==> config.mk <==
export PLATFORM = sky130hd
export DESIGN_NAME = bpae_norm
export DESIGN_NICKNAME = d
export VERILOG_FILES = /design/src/rtl/core/billboard_particle_axis_expand_assert.svh /design/src/rtl/core/bpae_pkg.sv /design/src/rtl/core/bpae_norm.sv
export SDC_FILE = /design/constraint.sdc
export NUM_CORES = 2
export LEC_CHECK = 0
export BUFFER_PORTS_ARGS = -buffer_cell sky130_fd_sc_hd__buf_4
export CAP_MARGIN = 10
export CORE_MARGIN = 3
export CORE_UTILIZATION = 59
export CTS_CLUSTER_DIAMETER = 60
export CTS_CLUSTER_SIZE = 16
export DETAILED_ROUTE_END_ITERATION = 16
export PLACE_DENSITY = 0.78
export SLEW_MARGIN = 20
export SYNTH_ARGS = -nofsm -noshare
export SYNTH_HDL_FRONTEND = slang
export SYNTH_SLANG_ARGS = --single-unit
==> constraint.sdc <==
create_clock -name clk_i -period 12.4 [get_ports clk_i]
set_input_delay 0.62 -clock clk_i [delete_from_list [all_inputs] [get_ports clk_i]]
set_output_delay 0.62 -clock clk_i [all_outputs]
set_load 0.01 [all_outputs]
==> src/rtl/core/billboard_particle_axis_expand_assert.svh <==
// Assertion macros for the billboard particle axis expander.
// Included by the RTL files that check their own logic; needs clk_i and rst_ni in scope.
`ifndef BILLBOARD_PARTICLE_AXIS_EXPAND_ASSERT_SVH
`define BILLBOARD_PARTICLE_AXIS_EXPAND_ASSERT_SVH
`ifndef SYNTHESIS
`define BPAE_ASSERT_HOLD(lbl, prop, msg) \
  lbl: assert property (@(posedge clk_i) disable iff (!rst_ni) (prop)) else $error(msg);
`define BPAE_ASSERT_NEXT(lbl, pre, post, msg) \
  lbl: assert property (@(posedge clk_i) disable iff (!rst_ni) (pre) |=> (post)) \
    else $error(msg);
`else
`define BPAE_ASSERT_HOLD(lbl, prop, msg)
`define BPAE_ASSERT_NEXT(lbl, pre, post, msg)
`endif
`endif

==> src/rtl/core/bpae_pkg.sv <==
// Shared types, constants and helper functions of the billboard particle axis expander.
// No dependencies; imported by bpae_norm, billboard_particle_axis_expand and the testbench.
`default_nettype none
package bpae_pkg;

  localparam logic [2:0]         NumCfg      = 3'd6;
  localparam logic [18:0]        TwoPiQ16    = 19'd411775;
  localparam logic signed [20:0] TwoPiS      = 21'sd411775;
  localparam logic signed [20:0] PiQ16       = 21'sd205887;
  localparam logic signed [20:0] HalfPiQ16   = 21'sd102944;
  // 2^31 mod 2pi in Q16.16: undoes the offset that makes the angle unsigned
  localparam logic signed [20:0] AngOffset   = 21'sd77023;
  localparam logic signed [33:0] CordicGain  = 34'sd652032874;
  localparam logic [31:0]        TagHi       = 32'h50415254;
  localparam logic [63:0]        MinSqLen    = 64'd42;
  localparam logic [17:0]        UnitQ16     = 18'd65536;
  localparam logic [31:0]        RecipK      = 32'((64'd1 << 50) / 64'd411775);

  typedef struct packed {
    logic [2:0][17:0] rt;
    logic [2:0][17:0] up;
  } unit_t;

  function automatic logic signed [33:0] atan_q30(input logic [4:0] idx);
    logic signed [33:0] v;
    case (idx)
      5'd0:  v = 34'sd843314857;
      5'd1:  v = 34'sd497837829;
      5'd2:  v = 34'sd263043837;
      5'd3:  v = 34'sd133525159;
      5'd4:  v = 34'sd67021687;
      5'd5:  v = 34'sd33543516;
      5'd6:  v = 34'sd16775851;
      5'd7:  v = 34'sd8388437;
      5'd8:  v = 34'sd4194283;
      5'd9:  v = 34'sd2097149;
      5'd10: v = 34'sd1048576;
      5'd11: v = 34'sd524288;
      5'd12: v = 34'sd262144;
      5'd13: v = 34'sd131072;
      5'd14: v = 34'sd65536;
      5'd15: v = 34'sd32768;
      5'd16: v = 34'sd16384;
      5'd17: v = 34'sd8192;
      5'd18: v = 34'sd4096;
      5'd19: v = 34'sd2048;
      5'd20: v = 34'sd1024;
      5'd21: v = 34'sd512;
      5'd22: v = 34'sd256;
      5'd23: v = 34'sd128;
      5'd24: v = 34'sd64;
      5'd25: v = 34'sd32;
      5'd26: v = 34'sd16;
      5'd27: v = 34'sd8;
      5'd28: v = 34'sd4;
      5'd29: v = 34'sd2;
      5'd30: v = 34'sd1;
      default: v = 34'sd0;
    endcase
    return v;
  endfunction

  function automatic logic [31:0] sat32(input logic signed [63:0] v);
    logic [31:0] r;
    if (v > 64'sd2147483647) begin
      r = 32'h7fffffff;
    end else if (v < -64'sd2147483648) begin
      r = 32'h80000000;
    end else begin
      r = v[31:0];
    end
    return r;
  endfunction

endpackage
`default_nettype wire

==> src/rtl/core/bpae_norm.sv <==
// Camera vector registers and their serial normalizer (squares, square root, divide).
// Depends on bpae_pkg.
`default_nettype none
module bpae_norm (
  input  wire logic           clk_i,
  input  wire logic           rst_ni,
  input  wire logic           cfg_we_i,
  input  wire logic [2:0]     cfg_idx_i,
  input  wire logic [31:0]    cfg_data_i,
  output logic                busy_o,
  output bpae_pkg::unit_t     unit_o
);
  import bpae_pkg::*;

  localparam logic [2:0] StIdle = 3'd0;
  localparam logic [2:0] StSq   = 3'd1;
  localparam logic [2:0] StChk  = 3'd2;
  localparam logic [2:0] StRoot = 3'd3;
  localparam logic [2:0] StLoad = 3'd4;
  localparam logic [2:0] StDiv  = 3'd5;

  logic [2:0]  st_q;
  logic        vec_q;
  logic [1:0]  comp_q;
  logic [5:0]  cnt_q;
  logic [63:0] acc_q;
  logic [63:0] res_q;
  logic [63:0] sbit_q;
  logic [31:0] rem_q;
  logic [47:0] dvd_q;
  logic [31:0] cam_q [6];
  unit_t       unit_q;

  logic [2:0]  sel;
  logic [31:0] cam_sel;
  logic [31:0] mag;
  logic [63:0] sq;
  logic [63:0] rb;
  logic [32:0] t;
  logic        ge;
  logic [16:0] quo;
  logic [17:0] uval;

  assign sel     = vec_q ? 3'(comp_q) + 3'd3 : 3'(comp_q);
  assign cam_sel = cam_q[sel];
  assign mag     = cam_sel[31] ? 32'(-cam_sel) : cam_sel;
  assign sq      = {32'd0, mag} * {32'd0, mag};
  assign rb      = res_q + sbit_q;
  assign t       = {rem_q, dvd_q[47]};
  assign ge      = t >= {1'b0, res_q[31:0]};
  assign quo     = {dvd_q[15:0], ge};
  assign uval    = cam_sel[31] ? 18'(-{1'b0, quo}) : {1'b0, quo};

  always_ff @(posedge clk_i or negedge rst_ni) begin
    if (!rst_ni) begin
      st_q      <= StIdle;
      vec_q     <= 1'b0;
      comp_q    <= 2'd0;
      cnt_q     <= 6'd0;
      cam_q[0]  <= 32'd65536;
      cam_q[1]  <= 32'd0;
      cam_q[2]  <= 32'd0;
      cam_q[3]  <= 32'd0;
      cam_q[4]  <= 32'd65536;
      cam_q[5]  <= 32'd0;
      unit_q.rt <= {18'd0, 18'd0, UnitQ16};
      unit_q.up <= {18'd0, UnitQ16, 18'd0};
    end else if (cfg_we_i && cfg_idx_i < NumCfg) begin
      // restart the whole pass on any register write
      cam_q[cfg_idx_i] <= cfg_data_i;
      st_q   <= StSq;
      vec_q  <= 1'b0;
      comp_q <= 2'd0;
    end else begin
      case (st_q)
        StSq: begin
          if (comp_q == 2'd2) begin
            comp_q <= 2'd0;
            st_q   <= StChk;
          end else begin
            comp_q <= comp_q + 2'd1;
          end
        end
        StChk: begin
          cnt_q <= 6'd0;
          if (acc_q <= MinSqLen) begin
            // short vector: use the fallback axis
            if (vec_q) begin
              unit_q.up <= {18'd0, UnitQ16, 18'd0};
              st_q      <= StIdle;
            end else begin
              unit_q.rt <= {18'd0, 18'd0, UnitQ16};
              vec_q     <= 1'b1;
              st_q      <= StSq;
            end
          end else begin
            st_q <= StRoot;
          end
        end
        StRoot: begin
          cnt_q <= cnt_q + 6'd1;
          if (cnt_q == 6'd31) begin
            st_q <= StLoad;
          end
        end
        StLoad: begin
          cnt_q <= 6'd0;
          st_q  <= StDiv;
        end
        StDiv: begin
          cnt_q <= cnt_q + 6'd1;
          if (cnt_q == 6'd47) begin
            if (vec_q) begin
              unit_q.up[comp_q] <= uval;
            end else begin
              unit_q.rt[comp_q] <= uval;
            end
            if (comp_q == 2'd2) begin
              comp_q <= 2'd0;
              if (vec_q) begin
                st_q <= StIdle;
              end else begin
                vec_q <= 1'b1;
                st_q  <= StSq;
              end
            end else begin
              comp_q <= comp_q + 2'd1;
              st_q   <= StLoad;
            end
          end
        end
        default: st_q <= StIdle;
      endcase
    end
  end

  // datapath registers, no reset needed
  always_ff @(posedge clk_i) begin
    if (cfg_we_i && cfg_idx_i < NumCfg) begin
      acc_q <= 64'd0;
    end else begin
      case (st_q)
        StSq: acc_q <= acc_q + sq;
        StChk: begin
          acc_q  <= (acc_q <= MinSqLen) ? 64'd0 : acc_q;
          res_q  <= 64'd0;
          sbit_q <= 64'd1 << 62;
        end
        StRoot: begin
          if (acc_q >= rb) begin
            acc_q <= acc_q - rb;
            res_q <= (res_q >> 1) + sbit_q;
          end else begin
            res_q <= res_q >> 1;
          end
          sbit_q <= sbit_q >> 2;
        end
        StLoad: begin
          rem_q <= 32'd0;
          dvd_q <= {mag, 16'd0};
        end
        StDiv: begin
          rem_q <= ge ? 32'(t - {1'b0, res_q[31:0]}) : t[31:0];
          dvd_q <= {dvd_q[46:0], ge};
          if (cnt_q == 6'd47 && comp_q == 2'd2) begin
            acc_q <= 64'd0;
          end
        end
        default: acc_q <= acc_q;
      endcase
    end
  end

  assign busy_o = st_q != StIdle;
  assign unit_o = unit_q;

endmodule
`default_nettype wire

==> load_flow_metrics.sql <==
INSERT INTO impl_metrics (metric_group, metric, value, unit) VALUES
('status', 'result_of_the_run', 'completed', ''),
('placement', 'port_buffers', '146', ''),
('die', 'pin_count', '147', ''),
('route', 'routedWlPerCell', '22.8', 'microns'),
('logic_synthesis', 'post_synth_main_area_contributors', 'sky130_fd_sc_hd__fa_1 27%, sky130_fd_sc_hd__dfrtp_1 12%, sky130_fd_sc_hd__edfxtp_1 8.1%', ''),
('layout', 'finalNetCount', '8452', ''),
('clock_network', 'clockBufferDepth', '3', ''),
('logic_synthesis', 'postSynth.topFlopCell', 'sky130_fd_sc_hd__dfrtp_1', ''),
('hold_path', 'min_from', 'cfg_data_i[25]', ''),
('logic_synthesis', 'syn_area_cell', '9.22', 'sq um'),
('route', 'number_of_routed_nets_with_antenna_violations', '0', ''),
('route', 'num_vias', '52528', ''),
('die', 'placementRows', '121', ''),
('route', 'drt-pass1-iter-count', '8', ''),
('worst_setup_path', 'crit_buf_inv', '8', ''),
('layout', 'layout_commonest_cell', 'sky130_fd_sc_hd__inv_1', ''),
('timing', 'min_period', '11930', 'ps'),
('hold_path', 'worstHoldPathType', 'input pin to flop', ''),
('global_routing', 'global_route.overflow_total', '0', ''),
('worst_setup_path', 'timing.reg2reg.setup_slack', '470', 'ps'),
('layout', 'layout.cells.most_common_list', '1,176 x sky130_fd_sc_hd__inv_1, 874 x sky130_fd_sc_hd__fa_1, 704 x sky130_fd_sc_hd__nand2_1', ''),
('clock_network', 'cts_inserted_buffers', '51', ''),
('clock_network', 'cts.sink_count', '552', ''),
('clock_network', 'worstSkewPairLatency', '660', 'ps'),
('worst_setup_path', 'worst_setup_path_end_kind', 'flop', ''),
('worst_setup_path', 'critical_path.max_fanout', '13', ''),
('clock_network', 'ctsHtreeMaxLevel', '2', ''),
('worst_setup_path', 'worst_ep_arrival_time', '12390', 'ps'),
('timing', 'fin_crit_sh', '0.962', ''),
('worst_setup_path', 'cpPeakStageDelay', '580', 'ps'),
('timing', 'timing.clock.skew', '74.9', 'ps'),
('die', 'core_region_area', '109000', 'sq um'),
('worst_setup_path', 'critical_path_required', '12850', 'ps'),
('clock_network', 'clkSlewWorstSetupHoldPaths', '80', 'ps'),
('timing', 'number_of_max_slew_violations_in_the_final_report', '0', ''),
('die', 'die_area', '114000', 'sq um'),
('logic_synthesis', 'flip_flop_and_latch_count_after_synthesis', '552', ''),
('global_routing', 'grt_start_max_net_pins', '87', ''),
('clock_network', 'clock-root-buffer', 'sky130_fd_sc_hd__clkbuf_16', ''),
('worst_setup_path', 'path_common_cell', 'sky130_fd_sc_hd__fa_1', ''),
('worst_setup_path', 'critPathSlowestCell', 'sky130_fd_sc_hd__o21ai_0', ''),
('job', 'max-cap-violations', '0', ''),
('route', 'detail_route.vias_per_cell', '6.12', ''),
('die', 'y_dimension_of_the_die', '338', 'microns'),
('die', 'start_util', '0.595', ''),
('route', 'count_of_unresolved_drc_violations_after_routing', '0', ''),
('hold_path', 'whs_endpoint', 'cam_q[57]', ''),
('clock_network', 'tritoncts', 'done', ''),
('global_routing', 'grt_usage', '0.349', ''),
('logic_synthesis', 'synth_cells', '7038', ''),
('layout', 'core_utilization_of_the_finished_layout', '0.644', ''),
('timing', 'report.final.setup_viol', '0', ''),
('worst_setup_path', 'critPathTopFamily', 'adder cells', ''),
('timing', 'maxSlewHeadroom', '0.238', ''),
('die', 'die_w', '338', 'microns'),
('logic_synthesis', 'post_synth_instance_area', '64900', 'sq um'),
('logic_synthesis', 'netlist.top_cell.by_area', 'sky130_fd_sc_hd__fa_1', ''),
('global_routing', 'grt_first_pass_wirelength', '309000', 'microns'),
('worst_setup_path', 'worst_r2r_path_depth', '35', ''),
('route', 'routed_wirelength', '195000', 'microns'),
('timing', 'grt_setup_unrepaired', 'yes', ''),
('logic_synthesis', 'ys_warn_count', '0', ''),
('layout', 'layout_cells_sized_above_1', '0.103', ''),
('worst_setup_path', 'crit_path_start_kind', 'flop', ''),
('placement', 'dp_hpwl', '153000', 'microns'),
('route', 'drt_first_iter_violations', '5072', ''),
('logic_synthesis', 'synth-edff-count', '176', ''),
('logic_synthesis', 'asyncSetResetFlopFracSynth', '0.565', ''),
('timing', 'hold_viol', '0', ''),
('timing', 'clock.fmax', '83.8', 'MHz'),
('global_routing', 'grt_pass1_vias', '53488', '');
## worst register-to-register path, delay by kind of cell (launching register included)
kind	cells	cell delay, ps
flip-flops	1	430
AO/OA/AOI/OAI	7	2010
multiplexers	1	530
XOR/XNOR	2	610
adder cells (fa/ha/maj)	10	5000
AND/OR/NAND/NOR	7	1710
buffers and inverters	8	1450
## through the flow
step           setup WS [ps]  TNS [ps]  instances  hold WS [ps]  cell area (sq um)
2_1_floorplan            611         0       7061           324              65000
3_3_place_gp             442         0       8456           464              68000
3_5_place_dp             154         0       8456           471              68000
4_1_cts                 90.7         0       8548           195              69700
5_1_grt                -52.0      -104       8579           215              70200
6_report                 465         0       8579           231              70200
## routing by layer
layer	vias to the layer above	routed length (microns)	GRT usage
met5	-	0	0
met4	0	9410	0.139
met3	509	20300	0.0768
met2	2675	86900	0.537
met1	26048	78800	0.485
li1	23296	-	-
## cells by family (layout without fill, tap and decap cells)
group | after synthesis | after routing | synth area share
buffers and inverters | 1511 | 1613 | 0.0891
other | 2 | 27 | 0.000116
and+or+nand+nor | 1836 | 1836 | 0.126
muxes | 272 | 272 | 0.0494
AOI/OAI and AO/OA | 1294 | 1294 | 0.125
xor gates and xnor gates | 282 | 282 | 0.0391
DFF | 552 | 552 | 0.222
adders and majority gates | 1289 | 1289 | 0.350
## final cells by class
class,count,area (sq um)
multi-input cells,4998,45200
fillers,8889,38800
flip-flops and latches,552,14400
inverters,1198,4520
repair buffers,324,2600
well taps,1414,1770
clock buffers,64,1340
clock inverters,27,340
diodes,2,5.00
## worst max path at each step
stage	startpoint	end	depth (start not counted)
3_3_place_gp	comp_q[0]	acc_q[56]	39
4_1_cts	comp_q[0]	acc_q[56]	39
2_1_floorplan	comp_q[0]	acc_q[56]	49
6_report	comp_q[0]	acc_q[57]	35
5_1_grt	comp_q[0]	acc_q[57]	38
3_5_place_dp	comp_q[0]	acc_q[56]	39
## sequential cells by signal, summed over array words and instances (netlist names)
| register | count |
|---|---|
| sbit_q | 32 |
| st_q | 3 |
| unit_o | 108 |
| dvd_q | 48 |
| cam_q | 192 |
| cnt_q | 6 |
| acc_q | 64 |
| rem_q | 32 |
| vec_q | 1 |
| comp_q | 2 |
| res_q | 64 |
## cell usage after synthesis, types with 23 or more instances
library cell and count:
sky130_fd_sc_hd__inv_1 1183, sky130_fd_sc_hd__fa_1 874, sky130_fd_sc_hd__nand2_1 705, sky130_fd_sc_hd__nor2_1 589, sky130_fd_sc_hd__ha_1 415, sky130_fd_sc_hd__o21ai_0 381
sky130_fd_sc_hd__dfrtp_1 308, sky130_fd_sc_hd__a21oi_1 303, sky130_fd_sc_hd__clkbuf_1 248, sky130_fd_sc_hd__mux2_2 197, sky130_fd_sc_hd__edfxtp_1 176, sky130_fd_sc_hd__xnor2_1 151
sky130_fd_sc_hd__xor2_1 122, sky130_fd_sc_hd__a31oi_1 91, sky130_fd_sc_hd__nor3_1 89, sky130_fd_sc_hd__a21o_1 86, sky130_fd_sc_hd__nand3_1 86, sky130_fd_sc_hd__a211oi_1 82
sky130_fd_sc_hd__nand4_1 78, sky130_fd_sc_hd__and3_1 72, sky130_fd_sc_hd__dfxtp_1 64, sky130_fd_sc_hd__a221oi_1 56, sky130_fd_sc_hd__mux2i_1 55, sky130_fd_sc_hd__o21bai_1 51
sky130_fd_sc_hd__and2_1 46, sky130_fd_sc_hd__buf_2 40, sky130_fd_sc_hd__nor2b_1 31, sky130_fd_sc_hd__o21a_1 31, sky130_fd_sc_hd__or3_1 30, sky130_fd_sc_hd__o31ai_1 26
sky130_fd_sc_hd__nor4_1 25, sky130_fd_sc_hd__o211ai_1 25, sky130_fd_sc_hd__nand2b_1 23
## repair_timing
item	in CTS	in global routing
hold endpoints to repair	83	0
hold buffers	1	0
endpoints found under the setup margin	1	31
pin swaps	0	8
cloned	0	0
buffers inserted	0	29
gates resized for setup	1	26
Power is left out: the tool's default activity adds up to more than one toggle a clock period on the data nets, which glitch-free logic cannot reach.
